File: src/rtl/hkm_ram.sv
// generic single-write, single-read ram with registered read data
// no dependencies
module hkm_ram #(
    parameter int WIDTH = 8,
    parameter int DEPTH = 32
) (
    input  logic                     aclk,
    input  logic                     we,
    input  logic [$clog2(DEPTH)-1:0] waddr,
    input  logic [WIDTH-1:0]         wdata,
    input  logic [$clog2(DEPTH)-1:0] raddr,
    output logic [WIDTH-1:0]         rdata
);

    logic [WIDTH-1:0] mem [DEPTH];

    always_ff @(posedge aclk) begin
        if (we) begin
            mem[waddr] <= wdata;
        end
        rdata <= mem[raddr];
    end

endmodule

File: config.mk
export PLATFORM = sky130hd
export DESIGN_NAME = hkm_ram
export DESIGN_NICKNAME = d
export VERILOG_FILES = /design/src/rtl/hkm_ram.sv
export SDC_FILE = /design/constraint.sdc
export NUM_CORES = 1
export LEC_CHECK = 0
export ABC_AREA = 1
export BUFFER_PORTS_ARGS = -buffer_cell sky130_fd_sc_hd__buf_2
export CORE_MARGIN = 2
export CORE_UTILIZATION = 40
export CTS_BUF_LIST = sky130_fd_sc_hd__clkbuf_8
export DETAILED_ROUTE_END_ITERATION = 12
export GPL_TIMING_DRIVEN = 1
export PLACE_DENSITY = 0.63
export SYNTH_ARGS = -nofsm -noshare
export SYNTH_HDL_FRONTEND = slang
export SYNTH_SLANG_ARGS = --single-unit
File: constraint.sdc
create_clock -name aclk -period 1.4 [get_ports aclk]
set_input_delay 0 -clock aclk [delete_from_list [all_inputs] [get_ports aclk]]
set_output_delay 0 -clock aclk [all_outputs]
set_load 0.05 [all_outputs]
==> results.yml <==
synthesis:
  synth_nets: 942
  syn_avg_cell_area_um2: 11.7
  yosysUniqueCellTypes: 12
  ys_ff_latch: 264
  yosysSeqAreaShare_pct: 72.8
  synthCells: 922
  yosys_warnings: 0
  mappedNetlistArea_um2: 10800
pwr:
  power_density_nw_per_um2: 1300
  peakVddDrop_uv: 630
  p_leak_uw: 0.00475
cts:
  post-cts-setup-buffers: 0
  h-tree-depth: 2
  cts_root_buffer: "clkbuf_8"
  cts-buffers-inserted: 41
  path_clk_slew_ns: 0.06
  cts_sinks: 264
  ctsHoldBuffers: 7
  post_cts_resized: 0
  cts_tree: "built"
  clockBufferDepth: 3
  clock_latency_ns: 0.54
layout:
  finish.utilization_pct: 46.6
  fill_cells: 2447
  fin_nets: 1032
  layout-drive-gt1-share_pct: 14.4
  final_common_cell: "nand2_1"
  n_antenna_cell: 0
  layout_common_cells: "nand2_1, edfxtp_1, nand3_1"
  syn2layout_area_growth_pct: 15.5
  post-route-cell-area_um2: 12500
hold_path:
  hp-class: "input port to flop"
route:
  drt_iter0_markers: 651
  firstDrtPassIters: 7
  via_per_inst: 5.10
  drc: 0
  ant_nets: 0
  drt_wl_total_mm: 25.5
  routed-via-count: 7063
  wl_per_cell_um: 18.5
global_routing:
  grt_max_degree: 65
  grt_pass1_wl_mm: 40.1
  grt_pass1_vias: 6861
  grt_use_total_pct: 18.4
  grt_antenna_before_repair: 0
  grt_overflow: 0
sta:
  layout_setup_ws_ns: 0.189
  fmax_mhz: 826
  slew_viol_final: 0
  rsz0062_at_grt: "no"
  setup_viol: 0
  hold_ws_ns: 0.0318
  tns_ns: 0
  skew_ns: 0.0125
  tightest_slew_ns: 0.670
  fin_crit_sh_pct: 86.5
  hold_viol: 0
  slew-limit-headroom_pct: 55.3
  period_needed_ns: 1.21
status:
  outcome: "finished, final reports clean"
place:
  place_hpwl_mm: 15.4
  pre_cts_slack_ns: 0.119
  dpl_cell_area_um2: 11600
  gp_congestion: 0.783
  portBuffers: 27
setup_path:
  cp_slowest_stage_delay_ns: 0.39
  timing.rr.start: "mem[7][4]$_DFFE_PP_"
  crit_path_end: "rdata[6]"
  rr_worst_depth: 8
  crit_arrival_ns: 1.21
  critPathLaunch: "rdata[6]$_DFF_P_"
  cp.required_ns: 1.40
  end_kind: "output port"
  crit_type: "flop to output port"
  r2r-end: "rdata[4]$_DFF_P_"
  path_cells: "buf_2"
  cp_top_family: "flip-flops"
  cp-start-kind: "flop"
  slowest_stage: "dfxtp_1"
  worst-path-stages: 1
  path_max_fanout: 1
  path_buf_inv: 1
  r2r_slack_ns: 0.28
die:
  num_rows: 60
  die_h_um: 168
  initial_core_util_pct: 40.4
  core_area_um2: 26700
  io_pins: 28
  die_w_um: 168
  die_area_um2: 28300
run:
  drv_cap: 0
## routing by layer
layer	track usage [%]	wire length [um]
met4	5.58	524
met3	3.01	1330
met1	26.2	11900
met5	0	0
met2	29.3	11800
## sequential cells by signal, summed over array words and instances (netlist names)
name / cells
mem: 256
rdata: 8
## power breakdown
group          internal (uW)  total (uW)  switching, uW
clock network           3200        6090           2890
registers               8780        8830           46.7
logic                    370        1230            863
## per-stage QoR
| step | cells | total power (uW) |
|---|---|---|
| 2_1_floorplan | 922 | 9710 |
| 3_3_place_gp | 1303 | 10200 |
| 3_5_place_dp | 1303 | 10200 |
| 4_1_cts | 1384 | 16300 |
| 5_1_grt | 1384 | 16700 |
| 6_report | 1384 | 16100 |
## worst reg2reg max path, cell delays in order, from the launching register on
cell      delay, ns
edfxtp_1       0.36
nand2_1        0.08
nand3_1        0.10
nand3_1        0.10
nand2_1        0.08
nand2_1        0.06
nand2_1        0.06
nand2_1        0.11
nand2_1        0.07
## area by class of cell
class / instances / area (um^2) / area share (%)
timing repair buffer: 99 / 871 / 6.99
inverter: 10 / 40.0 / 0.321
multi-input combinational: 596 / 2490 / 20.0
tap: 341 / 427 / 3.43
clock inverter: 28 / 145 / 1.17
clock buffer: 46 / 633 / 5.08
sequential: 264 / 7850 / 63.0
## cell families (layout without fill, tap and decap cells)
family | after synthesis | count (layout) | share of synthesized area (%)
AND/OR/NAND/NOR | 596 | 596 | 23.1
buffers and inverters | 62 | 183 | 4.14
flip-flops | 264 | 264 | 72.8
## synthesized netlist by cell type
cell type | instances | area (um^2)
clkbuf_1 | 7 | 26.3
edfxtp_1 | 256 | 7690
buf_1 | 2 | 7.51
nand3_1 | 204 | 1020
inv_2 | 2 | 7.51
buf_6 | 24 | 270
buf_4 | 4 | 30.0
dfxtp_1 | 8 | 160
buf_2 | 15 | 75.1
nand2_1 | 360 | 1350
inv_1 | 8 | 30.0
nor2_1 | 32 | 120
## worst min path at each step
stage / startpoint / end / slack, ns / cells after the start
global placement: raddr[4] / rdata[2]$_DFF_P_ / 0.35 / 3
finish: wdata[4] / mem[11][4]$_DFFE_PP_ / 0.03 / 2
detailed placement: raddr[4] / rdata[1]$_DFF_P_ / 0.35 / 3
global route: wdata[4] / mem[9][4]$_DFFE_PP_ / 0.03 / 2
floorplan: wdata[0] / mem[0][0]$_DFFE_PP_ / 0.1 / 0
CTS: wdata[4] / mem[11][4]$_DFFE_PP_ / 0.01 / 2
(Power assumes the default switching activity.)
